==> src/hw/rtl/rpp_pkg.sv <==
`timescale 1ns / 1ps

package rpp_pkg;

    localparam int CORDIC_STEPS_DEF = 16;
    localparam int ANGLE_BITS_DEF   = 16;

    localparam int COORD_W = 15;
    localparam int ANGLE_W = 16;
    localparam int RES_W   = 17;
    localparam int DIFF_W  = 16;
    localparam int CRD_W   = 32;
    localparam int TRIG_W  = 18;
    localparam int PROD_W  = 34;
    localparam int SUM_W   = 35;
    localparam int FRAC_W  = 16;
    localparam int RND_W   = SUM_W - FRAC_W;
    localparam int PRE_W   = RND_W + 1;

    localparam int S_TDATA_W = 80;
    localparam int M_TDATA_W = 40;

    // cordic start value: 1/gain in q30
    localparam logic signed [CRD_W-1:0] GAIN_Q30 = 32'sd652032874;

    localparam logic signed [CRD_W-1:0] Q30_RND  = 32'sd8192;
    localparam int                      Q30_SHR  = 14;
    localparam logic signed [CRD_W-1:0] TRIG_MAX = 32'sd65536;
    localparam logic signed [CRD_W-1:0] TRIG_MIN = -32'sd65536;

    localparam logic signed [SUM_W-1:0] HALF_POS = 35'sd32768;
    localparam logic signed [SUM_W-1:0] HALF_NEG = 35'sd32767;

    localparam logic signed [PRE_W-1:0] RES_MAX = 20'sd65535;
    localparam logic signed [PRE_W-1:0] RES_MIN = -20'sd65536;

    localparam logic [1:0] QUAD_0 = 2'd0;
    localparam logic [1:0] QUAD_1 = 2'd1;
    localparam logic [1:0] QUAD_2 = 2'd2;
    localparam logic [1:0] QUAD_3 = 2'd3;

    typedef struct packed {
        logic signed [DIFF_W-1:0]  dx;
        logic signed [DIFF_W-1:0]  dy;
        logic signed [COORD_W-1:0] px;
        logic signed [COORD_W-1:0] py;
    } t_geo;

    typedef struct packed {
        logic signed [CRD_W-1:0] x;
        logic signed [CRD_W-1:0] y;
        logic signed [CRD_W-1:0] z;
        logic [1:0]              quad;
    } t_crd;

    typedef struct packed {
        logic signed [RND_W-1:0]   rx;
        logic signed [RND_W-1:0]   ry;
        logic signed [COORD_W-1:0] px;
        logic signed [COORD_W-1:0] py;
    } t_rnd;

    // arctangent of 2^-idx, 2^32 units per turn
    function automatic logic signed [CRD_W-1:0] rpp_atan(input int idx);
        logic signed [CRD_W-1:0] v;
        case (idx)
            0:  v = 32'sh20000000;
            1:  v = 32'sh12E4051E;
            2:  v = 32'sh09FB385B;
            3:  v = 32'sh051111D4;
            4:  v = 32'sh028B0D43;
            5:  v = 32'sh0145D7E1;
            6:  v = 32'sh00A2F61E;
            7:  v = 32'sh00517C55;
            8:  v = 32'sh0028BE53;
            9:  v = 32'sh00145F2F;
            10: v = 32'sh000A2F98;
            11: v = 32'sh000517CC;
            12: v = 32'sh00028BE6;
            13: v = 32'sh000145F3;
            14: v = 32'sh0000A2FA;
            15: v = 32'sh0000517D;
            16: v = 32'sh000028BE;
            17: v = 32'sh0000145F;
            18: v = 32'sh00000A30;
            19: v = 32'sh00000518;
            20: v = 32'sh0000028C;
            21: v = 32'sh00000146;
            22: v = 32'sh000000A3;
            23: v = 32'sh00000051;
            24: v = 32'sh00000029;
            25: v = 32'sh00000014;
            26: v = 32'sh0000000A;
            27: v = 32'sh00000005;
            28: v = 32'sh00000003;
            29: v = 32'sh00000001;
            30: v = 32'sh00000001;
            default: v = 32'sh00000000;
        endcase
        return v;
    endfunction

endpackage

==> src/hw/rtl/rpp_mix.sv <==
`timescale 1ns / 1ps

module rpp_mix import rpp_pkg::*; (
    input  logic i_clk,
    input  logic i_rst_n,
    input  logic i_valid,
    output logic o_ready,
    input  t_crd i_crd,
    input  t_geo i_geo,
    output logic o_valid,
    input  logic i_ready,
    output t_rnd o_rnd
);

    // stage a: quadrant fold, q30 to q16, clamp
    logic signed [CRD_W-1:0]  w_c;
    logic signed [CRD_W-1:0]  w_s;
    logic signed [CRD_W-1:0]  w_c16;
    logic signed [CRD_W-1:0]  w_s16;
    logic signed [TRIG_W-1:0] n_c;
    logic signed [TRIG_W-1:0] n_s;
    logic                     r_va;
    logic                     w_rdy_a;
    logic signed [TRIG_W-1:0] r_c;
    logic signed [TRIG_W-1:0] r_s;
    t_geo                     r_geo_a;

    // stage b: products
    logic signed [PROD_W-1:0]  n_p_xc;
    logic signed [PROD_W-1:0]  n_p_ys;
    logic signed [PROD_W-1:0]  n_p_xs;
    logic signed [PROD_W-1:0]  n_p_yc;
    logic                      r_vb;
    logic                      w_rdy_b;
    logic signed [PROD_W-1:0]  r_p_xc;
    logic signed [PROD_W-1:0]  r_p_ys;
    logic signed [PROD_W-1:0]  r_p_xs;
    logic signed [PROD_W-1:0]  r_p_yc;
    logic signed [COORD_W-1:0] r_px_b;
    logic signed [COORD_W-1:0] r_py_b;

    // stage c: sums rounded to integers
    logic signed [SUM_W-1:0] w_sum_x;
    logic signed [SUM_W-1:0] w_sum_y;
    logic signed [SUM_W-1:0] w_adj_x;
    logic signed [SUM_W-1:0] w_adj_y;
    t_rnd                    n_rnd;
    logic                    r_vc;
    logic                    w_rdy_c;
    t_rnd                    r_rnd;

    always_comb begin
        case (i_crd.quad)
            QUAD_1: begin
                w_c = -i_crd.y;
                w_s = i_crd.x;
            end
            QUAD_2: begin
                w_c = -i_crd.x;
                w_s = -i_crd.y;
            end
            QUAD_3: begin
                w_c = i_crd.y;
                w_s = -i_crd.x;
            end
            default: begin
                w_c = i_crd.x;
                w_s = i_crd.y;
            end
        endcase
    end

    assign w_c16 = (w_c + Q30_RND) >>> Q30_SHR;
    assign w_s16 = (w_s + Q30_RND) >>> Q30_SHR;

    always_comb begin
        if (w_c16 > TRIG_MAX) begin
            n_c = TRIG_W'(TRIG_MAX);
        end else if (w_c16 < TRIG_MIN) begin
            n_c = TRIG_W'(TRIG_MIN);
        end else begin
            n_c = w_c16[TRIG_W-1:0];
        end
        if (w_s16 > TRIG_MAX) begin
            n_s = TRIG_W'(TRIG_MAX);
        end else if (w_s16 < TRIG_MIN) begin
            n_s = TRIG_W'(TRIG_MIN);
        end else begin
            n_s = w_s16[TRIG_W-1:0];
        end
    end

    assign w_rdy_c = !r_vc || i_ready;
    assign w_rdy_b = !r_vb || w_rdy_c;
    assign w_rdy_a = !r_va || w_rdy_b;
    assign o_ready = w_rdy_a;

    always_ff @(posedge i_clk) begin
        if (!i_rst_n) begin
            r_va <= 1'b0;
            r_vb <= 1'b0;
            r_vc <= 1'b0;
        end else begin
            if (w_rdy_a) begin
                r_va <= i_valid;
            end
            if (w_rdy_b) begin
                r_vb <= r_va;
            end
            if (w_rdy_c) begin
                r_vc <= r_vb;
            end
        end
    end

    always_ff @(posedge i_clk) begin
        if (w_rdy_a && i_valid) begin
            r_c     <= n_c;
            r_s     <= n_s;
            r_geo_a <= i_geo;
        end
    end

    assign n_p_xc = r_geo_a.dx * r_c;
    assign n_p_ys = r_geo_a.dy * r_s;
    assign n_p_xs = r_geo_a.dx * r_s;
    assign n_p_yc = r_geo_a.dy * r_c;

    always_ff @(posedge i_clk) begin
        if (w_rdy_b && r_va) begin
            r_p_xc <= n_p_xc;
            r_p_ys <= n_p_ys;
            r_p_xs <= n_p_xs;
            r_p_yc <= n_p_yc;
            r_px_b <= r_geo_a.px;
            r_py_b <= r_geo_a.py;
        end
    end

    assign w_sum_x = {r_p_xc[PROD_W-1], r_p_xc} - {r_p_ys[PROD_W-1], r_p_ys};
    assign w_sum_y = {r_p_xs[PROD_W-1], r_p_xs} + {r_p_yc[PROD_W-1], r_p_yc};

    // ties away from zero: negative values take one less before the floor shift
    assign w_adj_x = w_sum_x + (w_sum_x[SUM_W-1] ? HALF_NEG : HALF_POS);
    assign w_adj_y = w_sum_y + (w_sum_y[SUM_W-1] ? HALF_NEG : HALF_POS);

    always_comb begin
        n_rnd.rx = w_adj_x[SUM_W-1:FRAC_W];
        n_rnd.ry = w_adj_y[SUM_W-1:FRAC_W];
        n_rnd.px = r_px_b;
        n_rnd.py = r_py_b;
    end

    always_ff @(posedge i_clk) begin
        if (w_rdy_c && r_vb) begin
            r_rnd <= n_rnd;
        end
    end

    assign o_valid = r_vc;
    assign o_rnd   = r_rnd;

endmodule

==> config.mk <==
export PLATFORM = sky130hd
export DESIGN_NAME = rpp_mix
export DESIGN_NICKNAME = d
export VERILOG_FILES = /design/src/hw/rtl/rpp_pkg.sv /design/src/hw/rtl/rpp_mix.sv
export SDC_FILE = /design/constraint.sdc
export NUM_CORES = 2
export LEC_CHECK = 0
export BUFFER_PORTS_ARGS = -buffer_cell sky130_fd_sc_hd__buf_2
export CORE_UTILIZATION = 60
export CTS_BUF_LIST = sky130_fd_sc_hd__clkbuf_8
export DETAILED_ROUTE_END_ITERATION = 8
export GPL_TIMING_DRIVEN = 0
export PLACE_DENSITY = 0.88
export SLEW_MARGIN = 20
export SYNTH_ARGS = -nofsm -noshare
export SYNTH_HDL_FRONTEND = slang
export SYNTH_SLANG_ARGS = --single-unit
==> constraint.sdc <==
create_clock -name i_clk -period 12.82 [get_ports i_clk]
set_clock_uncertainty 0.05 [all_clocks]
set_input_delay 0.641 -clock i_clk [delete_from_list [all_inputs] [get_ports i_clk]]
set_output_delay 0.641 -clock i_clk [all_outputs]
set_load 0.05 [all_outputs]
# Yosys cells after proc, flatten, opt, wreduce, memory -nomap -nowiden
# Cells that the tools add are included.
# Widths: inputs -> output; s select.
dict set report totals {
  reg_bits 335
  wordCells 57
  in_bits 164
  output_inout_bits 70
}
dict set report op_classes {
  n_lt_le_gt_ge 4
  n_addsub 8
  n_mux 6
  n_eq_ne 3
  n_reduce_logical 11
  mul 4
}
# cell n
set ops {}
lappend ops {{$pmux 32 s3} 2}
lappend ops {{$mul 16x18->34} 4}
lappend ops {{$add 35x17->35} 2}
lappend ops {{$add 32x15->32 const B} 2}
lappend ops {{$neg 32->32} 2}
lappend ops {{$gt 18x18->1 const B} 2}
lappend ops {{$lt 18x17->1 const B} 2}
lappend ops {{$mux 18} 2}
lappend ops {{$add 34x34->35} 1}
lappend ops {{$sub 34x34->35} 1}
lappend ops {{$mux 16} 2}
lappend ops {{$eq 2x2->1 const B} 2}
lappend ops {{$reduce_or 2->1} 2}
lappend ops {{$logic_and 1x1->1} 3}
lappend ops {{$logic_not 1->1} 3}
lappend ops {{$logic_or 1x1->1} 3}
lappend ops {{$eq 2x1->1 const B} 1}

# Logic depth before layout (Yosys ltp)
dict set report logic_depth {
  depth_word 5
  depth_mapped 29
  depth_no_buf 27
}

# Least setup slack after synthesis
# OpenSTA, ideal clock, no wires.
dict set report synth_path {
  path_kind {register to register}
  from {reg r_vc (netlist: o_valid)}
  to {reg r_p_xc[0] (enable)}
  setup_ps 946
  t_required_ps 11824
  setup_slack_ps -880
  period_less_slack_ps 13700
  arrival_ps 12705
  stages_incl_launch_ff 3
  n_path_buf 0
  cell_sequence {dfxtp_1 > nor2b_1 > a21boi_0}
}
dict set report synth_via {
  elab_chain_len 4
}
# item line
set synth_lines {}
lappend synth_lines {{start, declared} rpp_mix.sv:48} ;# logic r_vc;
lappend synth_lines {{start signal, assigned} rpp_mix.sv:111} ;# r_vc <= r_vb;
lappend synth_lines {{$logic_not 1->1} rpp_mix.sv:93} ;# assign w_rdy_c = !r_vc || i_ready;
lappend synth_lines {{$logic_or 1x1->1} rpp_mix.sv:93}
lappend synth_lines {{$logic_or 1x1->1} rpp_mix.sv:94} ;# assign w_rdy_b = !r_vb || w_rdy_c;
lappend synth_lines {{$logic_and 1x1->1} rpp_mix.sv:130} ;# if (w_rdy_b && r_va) begin
lappend synth_lines {{end signal, assigned} rpp_mix.sv:131} ;# r_p_xc <= n_p_xc;
lappend synth_lines {{end, declared} rpp_mix.sv:35} ;# logic signed [PROD_W-1:0] r_p_xc;
# Every way passes these cells.
# A chain may end at the register's enable or synchronous reset.

# Final worst setup path
dict set report layout_path {
  from {reg r_geo_a[54] in the netlist's numbering}
  to {reg r_p_xs[33], data pin}
}
dict set report layout_via {
  elab_chain_len 1
}
# item line
set layout_lines {}
lappend layout_lines {{start, declared} rpp_mix.sv:26} ;# t_geo r_geo_a;
lappend layout_lines {{start signal, assigned} rpp_mix.sv:120} ;# r_geo_a <= i_geo;
lappend layout_lines {{$mul 16x18->34} rpp_mix.sv:126} ;# assign n_p_xs = r_geo_a.dx * r_s;
lappend layout_lines {{via n_p_xs[33]} rpp_mix.sv:31} ;# logic signed [PROD_W-1:0] n_p_xs;
lappend layout_lines {{end signal, assigned} rpp_mix.sv:133} ;# r_p_xs <= n_p_xs;
lappend layout_lines {{end, declared} rpp_mix.sv:37} ;# logic signed [PROD_W-1:0] r_p_xs;
# The timed path passes the listed nets, and every way through them passes these cells.

==> out/metrics.yaml <==
global_routing:
  grt_use_total_pct: 38.73
  grt-ovfl-total: 0
  grt_pass1_wl_um: 295500
  grt_max_degree: 27
  antenna_found_initial: 19
  grt_pass1_vias: 50843
timing:
  hold_viol_final: 0
  relSlewSlack_pct: 14.05
  rsz0062_at_grt: "no"
  clock.fmax_mhz: 109.0
  whs_ns: 0.01996
  setup_violations: 0
  tightest_slew_ns: 1.289
  period_share_pct: 71.59
  slew_viol_final: 0
  fin_crit_ns: 9.178
floorplanning:
  std_cell_rows: 117
  design.core.area_mm2: 0.1017
  start_util_pct: 60.44
  dieArea_mm2: 0.1038
  io_pins: 234
  die_w_um: 322.1
  die_y_um: 322.1
final_layout:
  final_common_cell: "inv_1"
  stdcell_count: 8145
  final_core_util_pct: 65.42
  area_growth_pct: 8.230
  final_layout_size_suffix_gt1_share_pct: 5.700
  final_cell_mix: "inv_1, fa_1, nand2_1"
  fin_nets: 8474
synthesis:
  synth.net_count: 8147
  synth_area_mm2: 0.06150
  yosysWarnings: 0
  synth_area_leaders: "fa_1, edfxtp_1, ha_1"
  synth_seq_cells: 335
  synthFlopType: "edfxtp_1"
  ys_seq_area_share_pct: 16.31
  ys_async_sr_fraction_pct: 0
  synth_top_area_share_pct: 37.83
  synth_edf_count: 332
  syn_avg_cell_area_um2: 9.643
  netlist_instances: 6377
  synth_area_leader_cell: "fa_1"
  synth.distinct_cells: 84
place:
  port_buffers: 196
  place_inst: 7956
  place.gp.congestion: 1.061
  place_hpwl_um: 160100
worst_setup_path:
  start_kind: "flip-flop"
  path_common_cell: "fa_1"
  cpPeakStageDelay_ns: 0.90
  worstSetupPathType: "reg -> reg"
  cp_cell_sequence: "clkbuf_1 -> clkbuf_1 -> nand2_1 -> fa_1 -> fa_1 -> fa_1 -> inv_1 -> fa_1 -> fa_1 -> inv_1 -> fa_1 -> inv_1 -> ha_1 -> nand2_1 -> o21ai_0 -> a211oi_1 -> o21ai_0 -> o41a_1 -> a41o_1 -> o311ai_0 -> and4_1 -> o31a_1 -> o21bai_1 -> xor2_1"
  crit_family: "adder cells"
  cp.required_ns: 13.28
  crit_buf_inv: 5
  crit_arrival_ns: 9.64
  crit_path_end_kind: "flip-flop"
  cp_max_fo: 10
  crit_slowest_cell: "clkbuf_1"
clock_tree:
  cts_resized: 0
  cts-buffers-inserted: 61
  clock-sinks: 335
  clkTransAtPathRegs_ns: 0.06
  holdBufCountCts: 53
  htreeDepth: 2
  tritoncts: "done"
  root_buffer: "clkbuf_8"
  clock_path_buffers: 3
  post-cts-setup-buffer-count: 0
  worst_skew_pair.late_latency_ns: 0.79
drt:
  wl_um: 196300
  ant_nets: 0
  drc: 0
  num_vias: 48725
  first_iter_violations: 4583
  vias_per_cell: 5.982
  post_drt_wl_per_cell_um: 24.10
  dr.pass1.iters: 6
min_path:
  hp-class: "in -> reg"
job:
  drv_cap: 0
run_status:
  status: "finished, final reports clean"
## metal layers
| layer | up-vias | global-route usage, % | part of all wire, % |
|---|---|---|---|
| met5 | - | 0 | 0.078 |
| met4 | 24 | 26.18 | 8.2 |
| met3 | 903 | 11.50 | 13 |
| met2 | 3136 | 60.33 | 45 |
| met1 | 24167 | 46.65 | 34 |
| li1 | 20495 | - | - |
## worst register-to-register path, delay by kind of cell (launching register included)
| family | cells | cell delay [ns] |
|---|---|---|
| AND/OR/NAND/NOR | 3 | 0.66 |
| buffers and inverters | 5 | 1.89 |
| flip-flops | 1 | 0.32 |
| AO/OA/AOI/OAI | 8 | 2.35 |
| adder cells (fa/ha/maj) | 7 | 3.28 |
| XOR/XNOR | 1 | 0.39 |
## Yosys cell counts (all sizes together), types with 13 or more instances
library cell	n
nor4	20
nand2b	47
o211ai	24
ha	444
and3	22
inv	1364
clkbuf	252
nand4	23
or4	17
mux4	21
and2	553
or3	21
xnor2	204
a211oi	28
buf	17
o31ai	18
nand3	69
xor2	63
o21ai	115
nor3	75
o21bai	31
o31a	19
or2	24
edfxtp	332
a31oi	21
a21o	72
nor2b	40
nor2	253
o21a	29
o311ai	13
a211o	13
a21oi	167
fa	1162
nand2	673
## area by class of cell
| type | count | area (um^2) |
|---|---|---|
| multi-input cells | 4407 | 45350 |
| clock buffers | 61 | 839.6 |
| diodes | 23 | 57.56 |
| clock inverters | 52 | 500.5 |
| plain buffers | 269 | 1035 |
| well taps | 1368 | 1712 |
| repair buffers | 264 | 1902 |
| flip-flops and latches | 335 | 10030 |
| fillers | 7966 | 35190 |
| inverters | 1366 | 5127 |
## metrics by stage
step / TNS [ns] / worst slack, ns / instance area, um^2
3_5_place_dp: 0 / 3.673 / 64620
4_1_cts: 0 / 3.659 / 66490
2_1_floorplan: 0 / 3.500 / 61500
6_report: 0 / 3.642 / 66560
3_3_place_gp: -0.4000 / -0.01595 / 64190
5_1_grt: 0 / 3.412 / 66500
## flip-flops by register name, summed over array words and instances (netlist names), 18 cells and up
signal   flops
r_c         18
r_p_ys      34
r_p_xc      34
r_p_yc      34
r_p_xs      34
r_s         18
o_rnd       68
r_geo_a     62
## cells by family (layout without fill, tap and decap cells)
group                    Yosys count  in the layout  synth area share [%]
buffers and inverters           1635           2012                 9.994
XOR/XNOR                         267            267                 3.803
adder cells (fa/ha/maj)         1606           1606                 46.86
flip-flops                       335            335                 16.31
other                              0             23                     0
AO/OA/AOI/OAI                    633            633                 6.871
multiplexers                      30             30                0.9319
AND/OR/NAND/NOR                 1871           1871                 15.23
## worst paths after layout
path / slack (ns) / cells after the start / start / endpoint
worst max-delay path: 3.64 / 24 / r_geo_a[54]$_DFFE_PP_ / r_p_xs[33]$_DFFE_PP_
worst min-delay path: 0.02 / 1 / i_geo[36] / r_geo_a[36]$_DFFE_PP_
worst max register to register: 3.64 / 24 / r_geo_a[54]$_DFFE_PP_ / r_p_xs[33]$_DFFE_PP_
worst min register to register: 0.37 / 0 / r_geo_a[29]$_DFFE_PP_ / r_px_b[14]$_DFFE_PP_
Power is left out: the tool's default activity adds up to more than one toggle a clock period on the data nets, which glitch-free logic cannot reach.
