--- src/hw/rtl/rpp_pkg.sv ---
`timescale 1ns / 1ps

package rpp_pkg;

    localparam int CORDIC_STEPS_DEF = 16;
    localparam int ANGLE_BITS_DEF   = 16;

    localparam int COORD_W = 15;
    localparam int ANGLE_W = 16;
    localparam int RES_W   = 17;
    localparam int DIFF_W  = 16;
    localparam int CRD_W   = 32;
    localparam int TRIG_W  = 18;
    localparam int PROD_W  = 34;
    localparam int SUM_W   = 35;
    localparam int FRAC_W  = 16;
    localparam int RND_W   = SUM_W - FRAC_W;
    localparam int PRE_W   = RND_W + 1;

    localparam int S_TDATA_W = 80;
    localparam int M_TDATA_W = 40;

    // cordic start value: 1/gain in q30
    localparam logic signed [CRD_W-1:0] GAIN_Q30 = 32'sd652032874;

    localparam logic signed [CRD_W-1:0] Q30_RND  = 32'sd8192;
    localparam int                      Q30_SHR  = 14;
    localparam logic signed [CRD_W-1:0] TRIG_MAX = 32'sd65536;
    localparam logic signed [CRD_W-1:0] TRIG_MIN = -32'sd65536;

    localparam logic signed [SUM_W-1:0] HALF_POS = 35'sd32768;
    localparam logic signed [SUM_W-1:0] HALF_NEG = 35'sd32767;

    localparam logic signed [PRE_W-1:0] RES_MAX = 20'sd65535;
    localparam logic signed [PRE_W-1:0] RES_MIN = -20'sd65536;

    localparam logic [1:0] QUAD_0 = 2'd0;
    localparam logic [1:0] QUAD_1 = 2'd1;
    localparam logic [1:0] QUAD_2 = 2'd2;
    localparam logic [1:0] QUAD_3 = 2'd3;

    typedef struct packed {
        logic signed [DIFF_W-1:0]  dx;
        logic signed [DIFF_W-1:0]  dy;
        logic signed [COORD_W-1:0] px;
        logic signed [COORD_W-1:0] py;
    } t_geo;

    typedef struct packed {
        logic signed [CRD_W-1:0] x;
        logic signed [CRD_W-1:0] y;
        logic signed [CRD_W-1:0] z;
        logic [1:0]              quad;
    } t_crd;

    typedef struct packed {
        logic signed [RND_W-1:0]   rx;
        logic signed [RND_W-1:0]   ry;
        logic signed [COORD_W-1:0] px;
        logic signed [COORD_W-1:0] py;
    } t_rnd;

    // arctangent of 2^-idx, 2^32 units per turn
    function automatic logic signed [CRD_W-1:0] rpp_atan(input int idx);
        logic signed [CRD_W-1:0] v;
        case (idx)
            0:  v = 32'sh20000000;
            1:  v = 32'sh12E4051E;
            2:  v = 32'sh09FB385B;
            3:  v = 32'sh051111D4;
            4:  v = 32'sh028B0D43;
            5:  v = 32'sh0145D7E1;
            6:  v = 32'sh00A2F61E;
            7:  v = 32'sh00517C55;
            8:  v = 32'sh0028BE53;
            9:  v = 32'sh00145F2F;
            10: v = 32'sh000A2F98;
            11: v = 32'sh000517CC;
            12: v = 32'sh00028BE6;
            13: v = 32'sh000145F3;
            14: v = 32'sh0000A2FA;
            15: v = 32'sh0000517D;
            16: v = 32'sh000028BE;
            17: v = 32'sh0000145F;
            18: v = 32'sh00000A30;
            19: v = 32'sh00000518;
            20: v = 32'sh0000028C;
            21: v = 32'sh00000146;
            22: v = 32'sh000000A3;
            23: v = 32'sh00000051;
            24: v = 32'sh00000029;
            25: v = 32'sh00000014;
            26: v = 32'sh0000000A;
            27: v = 32'sh00000005;
            28: v = 32'sh00000003;
            29: v = 32'sh00000001;
            30: v = 32'sh00000001;
            default: v = 32'sh00000000;
        endcase
        return v;
    endfunction

endpackage

--- src/hw/rtl/rpp_front.sv ---
`timescale 1ns / 1ps

module rpp_front import rpp_pkg::*; #(
    parameter int ANGLE_BITS = ANGLE_BITS_DEF
) (
    input  logic                      i_clk,
    input  logic                      i_rst_n,
    input  logic                      i_valid,
    output logic                      o_ready,
    input  logic signed [COORD_W-1:0] i_point_x,
    input  logic signed [COORD_W-1:0] i_point_y,
    input  logic signed [COORD_W-1:0] i_pivot_x,
    input  logic signed [COORD_W-1:0] i_pivot_y,
    input  logic [ANGLE_W-1:0]        i_turn_angle,
    output logic                      o_valid,
    input  logic                      i_ready,
    output t_crd                      o_crd,
    output t_geo                      o_geo
);

    logic [CRD_W-1:0] w_z32;
    t_crd             n_crd;
    t_geo             n_geo;
    logic             r_valid;
    t_crd             r_crd;
    t_geo             r_geo;

    // angle scaled to 2^32 per turn, bits above ANGLE_BITS fall off the top
    assign w_z32 = {{(CRD_W-ANGLE_W){1'b0}}, i_turn_angle} << (CRD_W - ANGLE_BITS);

    always_comb begin
        n_crd.x    = GAIN_Q30;
        n_crd.y    = '0;
        n_crd.z    = {2'b00, w_z32[CRD_W-3:0]};
        n_crd.quad = w_z32[CRD_W-1:CRD_W-2];
        n_geo.dx   = {i_point_x[COORD_W-1], i_point_x} - {i_pivot_x[COORD_W-1], i_pivot_x};
        n_geo.dy   = {i_point_y[COORD_W-1], i_point_y} - {i_pivot_y[COORD_W-1], i_pivot_y};
        n_geo.px   = i_pivot_x;
        n_geo.py   = i_pivot_y;
    end

    assign o_ready = !r_valid || i_ready;

    always_ff @(posedge i_clk) begin
        if (!i_rst_n) begin
            r_valid <= 1'b0;
        end else if (o_ready) begin
            r_valid <= i_valid;
        end
    end

    always_ff @(posedge i_clk) begin
        if (o_ready && i_valid) begin
            r_crd <= n_crd;
            r_geo <= n_geo;
        end
    end

    assign o_valid = r_valid;
    assign o_crd   = r_crd;
    assign o_geo   = r_geo;

endmodule

--- config.mk ---
export PLATFORM = sky130hd
export DESIGN_NAME = rpp_front
export DESIGN_NICKNAME = d
export VERILOG_FILES = /design/src/hw/rtl/rpp_pkg.sv /design/src/hw/rtl/rpp_front.sv
export SDC_FILE = /design/constraint.sdc
export NUM_CORES = 1
export LEC_CHECK = 0
export BUFFER_PORTS_ARGS = -buffer_cell sky130_fd_sc_hd__buf_2
export CORE_MARGIN = 2
export CORE_UTILIZATION = 49
export CTS_CLUSTER_DIAMETER = 60
export DETAILED_ROUTE_END_ITERATION = 6
export GPL_TIMING_DRIVEN = 0
export PLACE_DENSITY_LB_ADDON = 0.25
export RECOVER_POWER = 100
export SLEW_MARGIN = 20
export SYNTH_ARGS = -nofsm -noshare
export SYNTH_HDL_FRONTEND = slang
export SYNTH_SLANG_ARGS = --single-unit
--- constraint.sdc ---
create_clock -name i_clk -period 5.68 [get_ports i_clk]
set_input_delay 0.284 -clock i_clk [delete_from_list [all_inputs] [get_ports i_clk]]
set_output_delay 0.284 -clock i_clk [all_outputs]
set_load 0.02 [all_outputs]
Word-level counts from Yosys, hierarchy flattened
Index checks and enable logic that the tools add are counted.
{ "word_totals": {"reg_bits": 79, "in_bits": 80, "output_inout_bits": 162, "wordCells": 12} }
{ "classes": {"add_sub_neg": 2, "n_reduce_logical": 3} }
{ "op_table": {"columns": ["operator", "count"], "rows": [
  ["$sub 15x15->16", 2],
  ["$logic_and 1x1->1", 1],
  ["$logic_not 1->1", 1],
  ["$logic_or 1x1->1", 1]
]} }

Longest topological paths before layout
Gate-level depths: netlist of the first run.
{ "logic_depth": {"word_depth": 3, "ltp_mapped": 9, "depth_no_buf": 9} }

Worst setup path before layout of the first run
Ideal clock, no wire load.
{ "synth_timing": {"path_type": "register to register", "from": "register r_valid, in the netlist o_valid", "to": "register r_crd (netlist bit o_crd[0]), enable pin", "setup_time_ns": 0.445, "arrival_ns": 2.473, "required_ns": 5.235, "path_slack_ns": 2.762, "stages_incl_launch_ff": 3, "path_buffers": 0, "synth_period_minus_slack_ns": 2.918, "path_cell_list": "dfxtp_1 > nand2b_1 > and2_1"} }
{ "synth_between": {"elab_chain_len": 3} }
{ "synth_lines": {"columns": ["element", "line_no", "rtl"], "rows": [
  ["start, declared", "rpp_front.sv:24", "logic r_valid;"],
  ["start signal, assigned", "rpp_front.sv:48", "r_valid <= i_valid;"],
  ["$logic_not 1->1", "rpp_front.sv:42", "assign o_ready = !r_valid || i_ready;"],
  ["$logic_or 1x1->1", "rpp_front.sv:42", null],
  ["via o_ready", "rpp_front.sv:9", "output logic o_ready,"],
  ["$logic_and 1x1->1", "rpp_front.sv:53", "if (o_ready && i_valid) begin"],
  ["end signal, assigned", "rpp_front.sv:54", "r_crd <= n_crd;"],
  ["end, declared", "rpp_front.sv:25", "t_crd r_crd;"]
]} }
The timed path passes the listed nets, and every way through them passes these cells.
A chain may end at the register's enable or synchronous reset.

Final worst setup path of the first run
{ "layout_timing": {"from": "register r_valid, in the netlist o_valid", "to": "register r_geo (netlist bit o_geo[39]), enable pin"} }
{ "layout_between": {"elab_chain_len": 3} }
{ "layout_lines": {"columns": ["element", "line_no", "rtl"], "rows": [
  ["$logic_not 1->1", "rpp_front.sv:42", null],
  ["$logic_or 1x1->1", "rpp_front.sv:42", null],
  ["$logic_and 1x1->1", "rpp_front.sv:53", null],
  ["end signal, assigned", "rpp_front.sv:55", "r_geo <= n_geo;"],
  ["end, declared", "rpp_front.sv:26", "t_geo r_geo;"]
]} }
No other way between the ends.

==> flow_summary_export.csv, run 1 <==
group,metric,value,unit
clocking,hold_buffers,0,
die,initial_core_util,0.5014,
synthesis,async_reset_ff_frac,0,
die,core,9153,um2
setup_path,cp-end-kind,"register",
sta,slew_headroom,-0.6067,
clocking,clk_latency,0.35,ns
global_route,grt_overflow,0,
setup_path,r2r-start,"o_valid$_SDFFE_PN0N_",
drt,wl,9464,um
cells_and_area,drive_gt1_frac,0.2546,
sta,period_minus_slack,2.853,ns
setup_path,rr_worst_depth,3,
global_route,use_met3,0.04508,
synthesis,synth_cell_types,48,
global_route,grt_pass1_wl,13600,um
power,p_seq_frac,0.476,
cells_and_area,area_growth_syn_to_layout,27.59,%
status,outcome,"finished with violations",
placed_design,place_congestion,0.7786,
setup_path,rr_endpoint,"o_geo[39]$_DFFE_PP_",
sta,fin_setup_tns,0,ns
global_route,grt.total_usage,0.1722,
flow_run,drv_cap,1,
status,violations,"capacitance limit, slew limit",
sta,hold_viol,0,
cells_and_area,diodes,0,
setup_path,critPathLaunchType,"register",
sta,slew_violations,35,
synthesis,avgSynthCellArea,11.71,um2
sta,tightestPinTransition,2.409,ns
die,fp.dieArea,10160,um2
synthesis,synthCells,392,
sta,fmax,350.5,MHz
power,p_sw_frac,0.3233,
setup_path,crit_type,"register to register",
clocking,htreeDepth,3,
global_route,grt_pass1_vias,3086,
sta,rsz0062_at_grt,"no",
global_route,met2_usage,0.3005,
sta,setup_viol,0,
setup_path,cp.required,5.71,ns
sta,timing.hold.ws,0.09686,ns
synthesis,ys.flop_type,"edfxtp_1",
sta,period_share,0.5024,
setup_path,cp.arrival,2.89,ns
global_route,grtUsageMet1,0.1924,
drt,drt_iter0_drc,97,
worst_hold_path,hold_depth,1,
power,power_frac_clock,0.253,
placed_design,io_buffer_count,159,
drt,wl_per_cell,12.47,um
die,rows,35,
power,power.leakage,2.757,nW
synthesis,syn_area,4589,um2
drt,ant_nets,0,
drt,viasPerCell,4.465,
drt,dr.pass1.iters,4,
setup_path,crit_start,"o_valid$_SDFFE_PN0N_",
power,power_switching,0.4888,mW
synthesis,synth-seq-cells,79,
global_route,grt_max_degree,45,
worst_hold_path,hold_start,"i_turn_angle[0]",
global_route,grt_busiest_layer,"met2",
clocking,cts_setup_buffers,0,
synthesis,ys_seq_area_frac,0.5147,
clocking,clk_pin_slew,0.09,ns
die,chipHeight,100.8,um
clocking,cts_tree,"built",
sta,fin_skew,0.008117,ns
power,peakVddDrop,0.09506,mV
clocking,cts_sinks,79,
setup_path,cp_max_fo,44,
clocking,clock-root-buffer,"clkbuf_8",
clocking,clockBufferDepth,2,
clocking,ctsResizeCount,0,
worst_hold_path,hold_class,"primary input to register",
die,die_w,100.8,um
global_route,antenna_found_initial,0,
die,io_pins,242,
worst_hold_path,min_to,"o_crd[18]$_DFFE_PP_",
power,p_per_area,258.2,nW/um2
clocking,cts_buffers,9,
power,intPower,1.023,mW
power,combPwrFrac,0.270,
drt,drcViolationCount,0,
cells_and_area,finalNetCount,755,
drt,num_vias,3389,
synthesis,ys_warn_count,0,
placed_design,dp_hpwl,7623,um
setup_path,r2r_slack,2.83,ns
synthesis,synth_edf_count,78,
-- sequential cells by signal (all words and copies together) (netlist names) --
signal,count
o_valid,1
o_crd,16
o_geo,62
-- cell type report --
type | instances | area, um2
plain buffers | 83 | 619.3
clock buffers | 9 | 123.9
clock inverters | 7 | 56.30
fillers | 780 | 3297
inverters | 43 | 161.4
multi-input cells | 267 | 1699
flip-flops and latches | 79 | 2362
well taps | 111 | 138.9
repair buffers | 160 | 694.4
-- cells by family (layout without fill, tap and decap cells) --
family / Yosys count / after routing / synth area share
fa+ha+maj: 32 / 32 / 0.09051
other cells: 2 / 82 / 0.001636
flops: 79 / 79 / 0.5147
mux: 1 / 1 / 0.002181
xor+xnor: 21 / 21 / 0.04008
compound gates: 74 / 74 / 0.1183
buf+inv: 126 / 302 / 0.1701
simple gates: 57 / 57 / 0.06244
-- worst max path at each step --
| stage | slack, ns | endpoint | depth (start not counted) |
|---|---|---|---|
| 2_1_floorplan | 2.76 | o_crd[0]$_DFFE_PP_ | 2 |
| 3_3_place_gp | 2.24 | o_crd[21]$_DFFE_PP_ | 3 |
| 3_5_place_dp | 3.38 | o_geo[58]$_DFFE_PP_ | 10 |
| 4_1_cts | 3.77 | o_geo[58]$_DFFE_PP_ | 10 |
| 5_1_grt | 2.60 | o_geo[38]$_DFFE_PP_ | 3 |
| 6_report | 2.83 | o_geo[39]$_DFFE_PP_ | 3 |
-- synthesized netlist by cell type (4+ instances only) --
| library cell | count | area share |
|---|---|---|
| buf_4 | 82 | 0.13 |
| edfxtp_1 | 78 | 0.51 |
| inv_1 | 43 | 0.035 |
| ha_1 | 30 | 0.082 |
| nor2_1 | 18 | 0.015 |
| a21oi_1 | 16 | 0.017 |
| xnor2_1 | 12 | 0.023 |
| a21o_1 | 10 | 0.016 |
| nand2_1 | 10 | 0.0082 |
| xor2_1 | 9 | 0.017 |
| nand2b_1 | 8 | 0.011 |
| nor2b_1 | 8 | 0.011 |
| o21ai_1 | 8 | 0.0087 |
| o21ai_0 | 7 | 0.0076 |
| a21oi_2 | 5 | 0.0095 |
| o21a_1 | 5 | 0.0082 |
| a211oi_1 | 4 | 0.0065 |
-- power by group through the flow --
| stage | clock network, mW | registers, mW | logic, mW |
|---|---|---|---|
| 2_1_floorplan | 0 | 0.799 | 0.250 |
| 3_3_place_gp | 0 | 0.733 | 0.417 |
| 3_5_place_dp | 0 | 0.731 | 0.429 |
| 4_1_cts | 0.395 | 0.718 | 0.430 |
| 5_1_grt | 0.413 | 0.725 | 0.445 |
| 6_report | 0.383 | 0.720 | 0.409 |
-- metrics by stage --
step / area [um2] / setup slack (ns) / std cells / utilization / power, mW
after floorplan: 4890 / 2.762 / 472 / - / 1.049
after global placement: 5824 / 2.242 / 742 / 0.6364 / 1.150
after detailed placement: 5847 / 3.383 / 743 / 0.6388 / 1.160
after CTS: 6027 / 3.767 / 759 / 0.6585 / 1.543
after global routing: 5856 / 2.602 / 759 / 0.6398 / 1.583
final: 5856 / 2.827 / 759 / 0.6398 / 1.512
-- layout by cell type (no fill, tap or decap), types with 2 or more instances in the layout --
cell / netlist / final
clkbuf_1: 1 / 98
buf_4: 82 / 82
conb_1: 2 / 82
edfxtp_1: 78 / 78
buf_2: 0 / 62
inv_1: 43 / 43
ha_1: 30 / 30
a21oi_1: 16 / 18
nor2_1: 18 / 18
o21ai_0: 7 / 14
xnor2_1: 12 / 12
nand2_1: 10 / 10
a21o_1: 10 / 10
xor2_1: 9 / 9
clkbuf_8: 0 / 9
nor2b_1: 8 / 8
nand2b_1: 8 / 8
a211oi_1: 4 / 6
o21a_1: 5 / 5
a21oi_2: 5 / 3
nand3_1: 3 / 3
clkinvlp_4: 0 / 3
a2bb2oi_1: 2 / 2
o211ai_1: 2 / 2
o21bai_1: 2 / 2
and3_1: 2 / 2
fa_1: 2 / 2
-- critical path, stage by stage (launching register included) --
cell      delay [ns]
dfxtp_1         0.32
nand2b_1        0.09
and2_0          1.77
buf_12          0.32
-- layer usage --
metal  vias to the layer above  share of wire
met5                         -              0
met4                         0          0.030
li1                       1700              -
met2                       166           0.48
met3                        22          0.098
met1                      1501           0.39
(Power assumes the default switching activity.)
==> run 2: changes to the inputs <==
--- a/config.mk
+++ b/config.mk
@@ -7,7 +7,7 @@
 export LEC_CHECK = 0
 export BUFFER_PORTS_ARGS = -buffer_cell sky130_fd_sc_hd__buf_2
 export CORE_MARGIN = 2
-export CORE_UTILIZATION = 49
+export CORE_UTILIZATION = 46
 export CTS_CLUSTER_DIAMETER = 60
 export DETAILED_ROUTE_END_ITERATION = 6
 export GPL_TIMING_DRIVEN = 0
==> constraint.sdc (replaced) <==
create_clock -name i_clk -period 3 [get_ports i_clk]
set_input_delay 0.15 -clock i_clk [delete_from_list [all_inputs] [get_ports i_clk]]
set_output_delay 0.15 -clock i_clk [all_outputs]
set_load 0.02 [all_outputs]
==> run 2 against run 1 <==
The flow still finishes with violations (capacitance limit, slew limit). Register-to-register slack worse by 2.2 ns. Utilization up 1.7 points. Clock skew down 0.00078 ns. Sequential cell count unchanged. Via count up 4.8%. Cell area up 9.2%. Sequential share of layout area down 3.4 points. Cell count up 8.7%. Total power up 110%. Sequential power up 90%. Global-route usage up 1.7 points.
==> flow_summary_export.csv, run 2 (synthesized netlist as in run 1, its figures left out) <==
group,metric,value,unit
setup_path,rr_worst_depth,3,
cells_and_area,mostFrequentLayoutCells,"clkbuf_1 (104), buf_4 (82), conb_1 (82)",
drt,drt_iter0_drc,173,
cells_and_area,final_common_cell,"clkbuf_1",
sta,slew_violations,25,
cells_and_area,diodes,0,
drt,num_vias,3551,
die,initial_core_util,0.4717,
sta,period_minus_slack,2.549,ns
power,power,3.149,mW
clocking,cts_sinks,79,
clocking,clk_pin_slew,0.08,ns
sta,slew_headroom,-0.1587,
die,core,9729,um2
die,fp.dieArea,10790,um2
clocking,clockBufferDepth,2,
cells_and_area,largest_reg_flops,62,
setup_path,cp.required,3.12,ns
die,die_w,103.9,um
placed_design,dp_hpwl,7564,um
sta,tightestPinTransition,1.737,ns
status,outcome,"finished with violations",
setup_path,cp-end-kind,"register",
setup_path,crit_type,"primary input to register",
worst_hold_path,hold_start,"i_rst_n",
global_route,grt_pass1_vias,3487,
setup_path,cp_top_family,"compound AO/OA/AOI/OAI gates",
placed_design,place_congestion,0.7675,
sta,timing.hold.ws,0.04205,ns
die,rows,36,
cells_and_area,area_growth_syn_to_layout,39.29,%
cells_and_area,fillCellCount,819,
sta,fin_skew,0.007333,ns
cells_and_area,utilization,0.6570,
setup_path,cpMaxStageDelayCell,"dlygate4sd3_1",
power,intPower,2.222,mW
setup_path,cp.arrival,2.66,ns
worst_hold_path,min_to,"o_valid$_SDFFE_PN0N_",
drt,ant_nets,0,
die,io_pins,242,
setup_path,crit_chain,"dlygate4sd3_1 -> clkbuf_1 -> inv_1 -> ha_1 -> nor2b_1 -> o31a_1 -> o31ai_1 -> o21ai_0 -> o211a_1",
global_route,grt_max_degree,55,
placed_design,pre_cts_slack,0.8517,ns
sta,setup_viol,0,
clocking,cts_tree,"built",
setup_path,cp_max_fo,4,
setup_path,cp.buffers_inverters,3,
power,power.leakage,2.967,nW
sta,rsz0062_at_grt,"no",
placed_design,io_buffer_count,159,
worst_hold_path,hold_class,"primary input to register",
drt,viasPerCell,4.304,
clocking,htreeDepth,3,
drt,wl,10370,um
setup_path,r2r-start,"o_valid$_SDFFE_PN0N_",
cells_and_area,finalNetCount,799,
drt,drcViolationCount,0,
die,chipHeight,103.9,um
clocking,cts_setup_buffers,0,
global_route,grt_pass1_wl,16270,um
drt,dr.pass1.iters,6,
setup_path,rr_endpoint,"o_geo[47]$_DFFE_PP_",
power,p_sw_frac,0.2944,
power,p_per_area,492.6,nW/um2
sta,period_share,0.8498,
sta,fin_ws,0.4506,ns
sta,hold_viol,0,
global_route,grt_overflow,0,
power,peakVddDrop,0.2108,mV
clocking,clock-root-buffer,"clkbuf_8",
clocking,cts_buffers,9,
power,combPwrFrac,0.261,
setup_path,slowest_delay,0.53,ns
worst_hold_path,hold_depth,2,
global_route,antenna_found_initial,0,
setup_path,critPathLaunchType,"primary input",
power,power_frac_clock,0.305,
cells_and_area,drive_gt1_frac,0.2298,
flow_run,drv_cap,1,
global_route,grt.total_usage,0.1895,
clocking,clk_latency,0.36,ns
setup_path,r2r_slack,0.58,ns
power,power_switching,0.9272,mW
sta,fmax,392.2,MHz
sta,fin_setup_tns,0,ns
status,violations,"capacitance limit, slew limit",
drt,wl_per_cell,12.57,um
power,p_seq_frac,0.434,
## run 2: worst max path at each step
stage / cells after the start / from / end / slack [ns]
finish: 9 / i_pivot_x[2] / o_geo[58]$_DFFE_PP_ / 0.45
global route: 9 / i_pivot_x[0] / o_geo[58]$_DFFE_PP_ / 0.25
CTS: 10 / i_pivot_x[0] / o_geo[58]$_DFFE_PP_ / 0.65
detailed placement: 10 / i_point_x[0] / o_geo[58]$_DFFE_PP_ / 0.85
global placement: 2 / o_valid$_SDFFE_PN0N_ / o_crd[31]$_DFFE_PP_ / -0.37
floorplan: 2 / o_valid$_SDFFE_PN0N_ / o_crd[0]$_DFFE_PP_ / 0.08
## run 2: area by class of cell
type | instances | area [um2] | share of cell area
sequential | 79 | 2362 | 0.3695
clock inverter | 7 | 120.1 | 0.01879
clock buffer | 9 | 123.9 | 0.01938
multi-input combinational | 267 | 1704 | 0.2666
timing repair buffer | 204 | 1135 | 0.1775
buffer | 83 | 619.3 | 0.09689
tap | 133 | 166.4 | 0.02603
inverter | 43 | 161.4 | 0.02525
## run 2: routing by layer
| layer | GRT usage | vias to the layer above | wire length [um] |
|---|---|---|---|
| met5 | 0 | - | 0 |
| met2 | 0.3421 | 178 | 5086 |
| li1 | - | 1789 | - |
| met1 | 0.2126 | 1562 | 4281 |
| met4 | 0.09170 | 0 | 279 |
| met3 | 0.03885 | 22 | 721 |
## run 2: power groups by stage
stage | registers [mW] | logic (mW) | clock network (mW)
after global placement | 1.39 | 0.790 | 0
final | 1.37 | 0.822 | 0.961
after detailed placement | 1.39 | 0.811 | 0
after CTS | 1.36 | 0.859 | 0.978
after global routing | 1.37 | 0.895 | 1.02
after floorplan | 1.51 | 0.474 | 0
## run 2: through the flow
| step | cells | area (um2) |
|---|---|---|
| final | 825 | 6392 |
| after global routing | 825 | 6392 |
| after global placement | 764 | 5852 |
| after detailed placement | 765 | 5882 |
| after CTS | 824 | 6556 |
| after floorplan | 472 | 4890 |
## run 2: timing repair
item                                   4_1_cts  5_1_grt
endpoints found under the hold margin       43        1
resized for setup                            0        0
hold buffers                                43        1
## run 2: worst register-to-register path, delay by kind of cell (launching register included)
kind | cells | cell delay [ns]
simple gates | 2 | 1.40
buf+inv | 1 | 0.34
flops | 1 | 0.32
==> run 3: changes to the inputs <==
--- a/config.mk
+++ b/config.mk
@@ -7,7 +7,7 @@
 export LEC_CHECK = 0
 export BUFFER_PORTS_ARGS = -buffer_cell sky130_fd_sc_hd__buf_2
 export CORE_MARGIN = 2
-export CORE_UTILIZATION = 46
+export CORE_UTILIZATION = 41
 export CTS_CLUSTER_DIAMETER = 60
 export DETAILED_ROUTE_END_ITERATION = 6
 export GPL_TIMING_DRIVEN = 0
==> constraint.sdc (replaced) <==
create_clock -name i_clk -period 2.1 [get_ports i_clk]
set_input_delay 0.105 -clock i_clk [delete_from_list [all_inputs] [get_ports i_clk]]
set_output_delay 0.105 -clock i_clk [all_outputs]
set_load 0.02 [all_outputs]
==> run 3 against run 2 <==
The run now ends clean. Worst hold slack better by 0.16 ns. Via count about the same. Critical path depth up 1. First-iteration DRC count up 19%. Global-route usage down 2.3 points. Combinational power up 47%. Sequential cell count unchanged. Die area up 12%.
==> flow_summary_export.csv, run 3 (synthesized netlist as in run 1, its figures left out) <==
group,metric,value,unit
placed_design,place_congestion,0.7717,
setup_path,cp-end-kind,"register",
setup_path,cp_top_family,"compound AO/OA/AOI/OAI gates",
setup_path,cpMaxStageDelayCell,"dlygate4sd3_1",
placed_design,dp_hpwl,7849,um
global_route,grt_pass1_vias,3401,
sta,slew_violations,0,
drt,drt_iter0_drc,206,
drt,viasPerCell,4.239,
sta,tightestPinTransition,0.6819,ns
power,combPwrFrac,0.271,
setup_path,cp.required,2.30,ns
global_route,antenna_found_initial,0,
power,p_seq_frac,0.437,
cells_and_area,largest_reg_flops,62,
sta,setup_viol,0,
status,outcome,"finished clean",
setup_path,cp_max_fo,6,
global_route,grt.total_usage,0.1668,
power,peakVddDrop,0.3582,mV
cells_and_area,regArea,2362,um2
worst_hold_path,hold_class,"primary input to register",
die,fp.dieArea,12060,um2
cells_and_area,final_cells,837,
placed_design,placed_cells,772,
setup_path,crit_chain,"dlygate4sd3_1 -> buf_2 -> inv_1 -> ha_2 -> a21o_1 -> a21oi_1 -> o21ai_1 -> a21o_1 -> a21oi_2 -> mux2i_1",
cells_and_area,multiInputGateArea,1760,um2
clocking,cts_sinks,79,
cells_and_area,diodes,0,
placed_design,io_buffer_count,159,
sta,timing.hold.ws,0.2008,ns
clocking,clock-root-buffer,"clkbuf_8",
setup_path,critPathLaunchType,"primary input",
power,power.leakage,2.990,nW
die,chipHeight,109.8,um
clocking,clockBufferDepth,2,
setup_path,cpMostUsedCell,"a21o_1",
global_route,grt_pass1_wl,15270,um
sta,fin_skew,0.01070,ns
setup_path,cp.buffers_inverters,3,
clocking,cts_buffers,9,
global_route,grt_max_degree,51,
drt,num_vias,3548,
clocking,htreeDepth,3,
flow_run,drv_cap,0,
drt,wl,10650,um
drt,drcViolationCount,0,
sta,fmax,488.6,MHz
setup_path,crit_type,"primary input to register",
power,power_frac_clock,0.292,
sta,hold_viol,0,
drt,dr.pass1.iters,4,
power,power,4.453,mW
power,p_sw_frac,0.3085,
cells_and_area,finalNetCount,804,
power,power_switching,1.374,mW
die,initial_core_util,0.4215,
power,intPower,3.080,mW
placed_design,place_area,5891,um2
cells_and_area,fillCellCount,960,
setup_path,slowest_delay,0.53,ns
clocking,clk_pin_slew,0.09,ns
cells_and_area,area_growth_syn_to_layout,41.17,%
die,io_pins,242,
clocking,cts_tree,"built",
cells_and_area,mostFrequentLayoutCells,"clkbuf_1 (98), buf_4 (82), conb_1 (82)",
sta,period_share,0.9746,
drt,ant_nets,0,
die,die_w,109.8,um
die,core,10890,um2
cells_and_area,final_common_cell,"clkbuf_1",
setup_path,cp.arrival,2.24,ns
sta,period_minus_slack,2.047,ns
power,p_per_area,687.4,nW/um2
die,rows,38,
sta,slew_headroom,0.5454,
clocking,clk_latency,0.36,ns
cells_and_area,utilization,0.5950,
cells_and_area,fin_area,6479,um2
global_route,grt_overflow,0,
cells_and_area,drive_gt1_frac,0.2539,
drt,wl_per_cell,12.72,um
run 3: cell types whose count changed in the layout (fill, tap and decap cells not counted), sizes merged:
cell	change
clkinv	-1
inv	+2
clkbuf	-4
dlygate4sd3	+4
bufinv	-1
buf	+5
run 3: worst paths after layout:
path,slack (ns),cells after the start,to,start
worst max-delay path,0.05,10,o_geo[42]$_DFFE_PP_,i_pivot_y[7]
worst min-delay path,0.20,4,o_geo[46]$_DFFE_PP_,i_point_x[0]
worst max register to register,0.19,3,o_geo[10]$_DFFE_PP_,o_valid$_SDFFE_PN0N_
worst min register to register,1.11,3,o_valid$_SDFFE_PN0N_,o_valid$_SDFFE_PN0N_
run 3: repair_timing:
item	in CTS	in global routing
hold buffers	48	0
resized for setup	0	6
buffers inserted	0	1
endpoints found under the setup margin	0	4
hold endpoints to repair	47	0
run 3: final cells by class:
type / count / share of cell area
Timing Repair Buffer: 209 / 0.1812
Clock buffer: 9 / 0.01912
Sequential cell: 79 / 0.3646
Multi-Input combinational cell: 267 / 0.2717
Buffer: 83 / 0.09560
Inverter: 43 / 0.02491
Clock inverter: 7 / 0.01584
Tap cell: 140 / 0.02704
run 3: worst register-to-register path: stages (launching register included):
cell      delay, ns
dfxtp_1        0.32
nand2b_1       0.10
and2_2         0.60
buf_6          0.49
run 3: routing by layer:
metal | GRT usage | routed length, um
met1 | 0.1863 | 4276
met2 | 0.2932 | 5257
met3 | 0.03972 | 911
met4 | 0.08680 | 205
met5 | 0 | 0
run 3: power groups by stage:
stage          Clock, mW  Sequential [mW]  Combinational [mW]
3_5_place_dp           0             1.98                1.17
6_report            1.30             1.95                1.21
3_3_place_gp           0             1.98                1.14
4_1_cts             1.33             1.94                1.24
2_1_floorplan          0             2.16               0.677
5_1_grt             1.40             1.96                1.32
run 3: through the flow:
| step | TNS, ns | setup WS (ns) |
|---|---|---|
| 6_report | 0 | 0.05337 |
| 5_1_grt | -0.002103 | -0.002103 |
| 4_1_cts | 0 | 0.03830 |
| 3_5_place_dp | -0.04346 | -0.04346 |
| 3_3_place_gp | -11.55 | -0.1540 |
| 2_1_floorplan | 0 | 0.03038 |
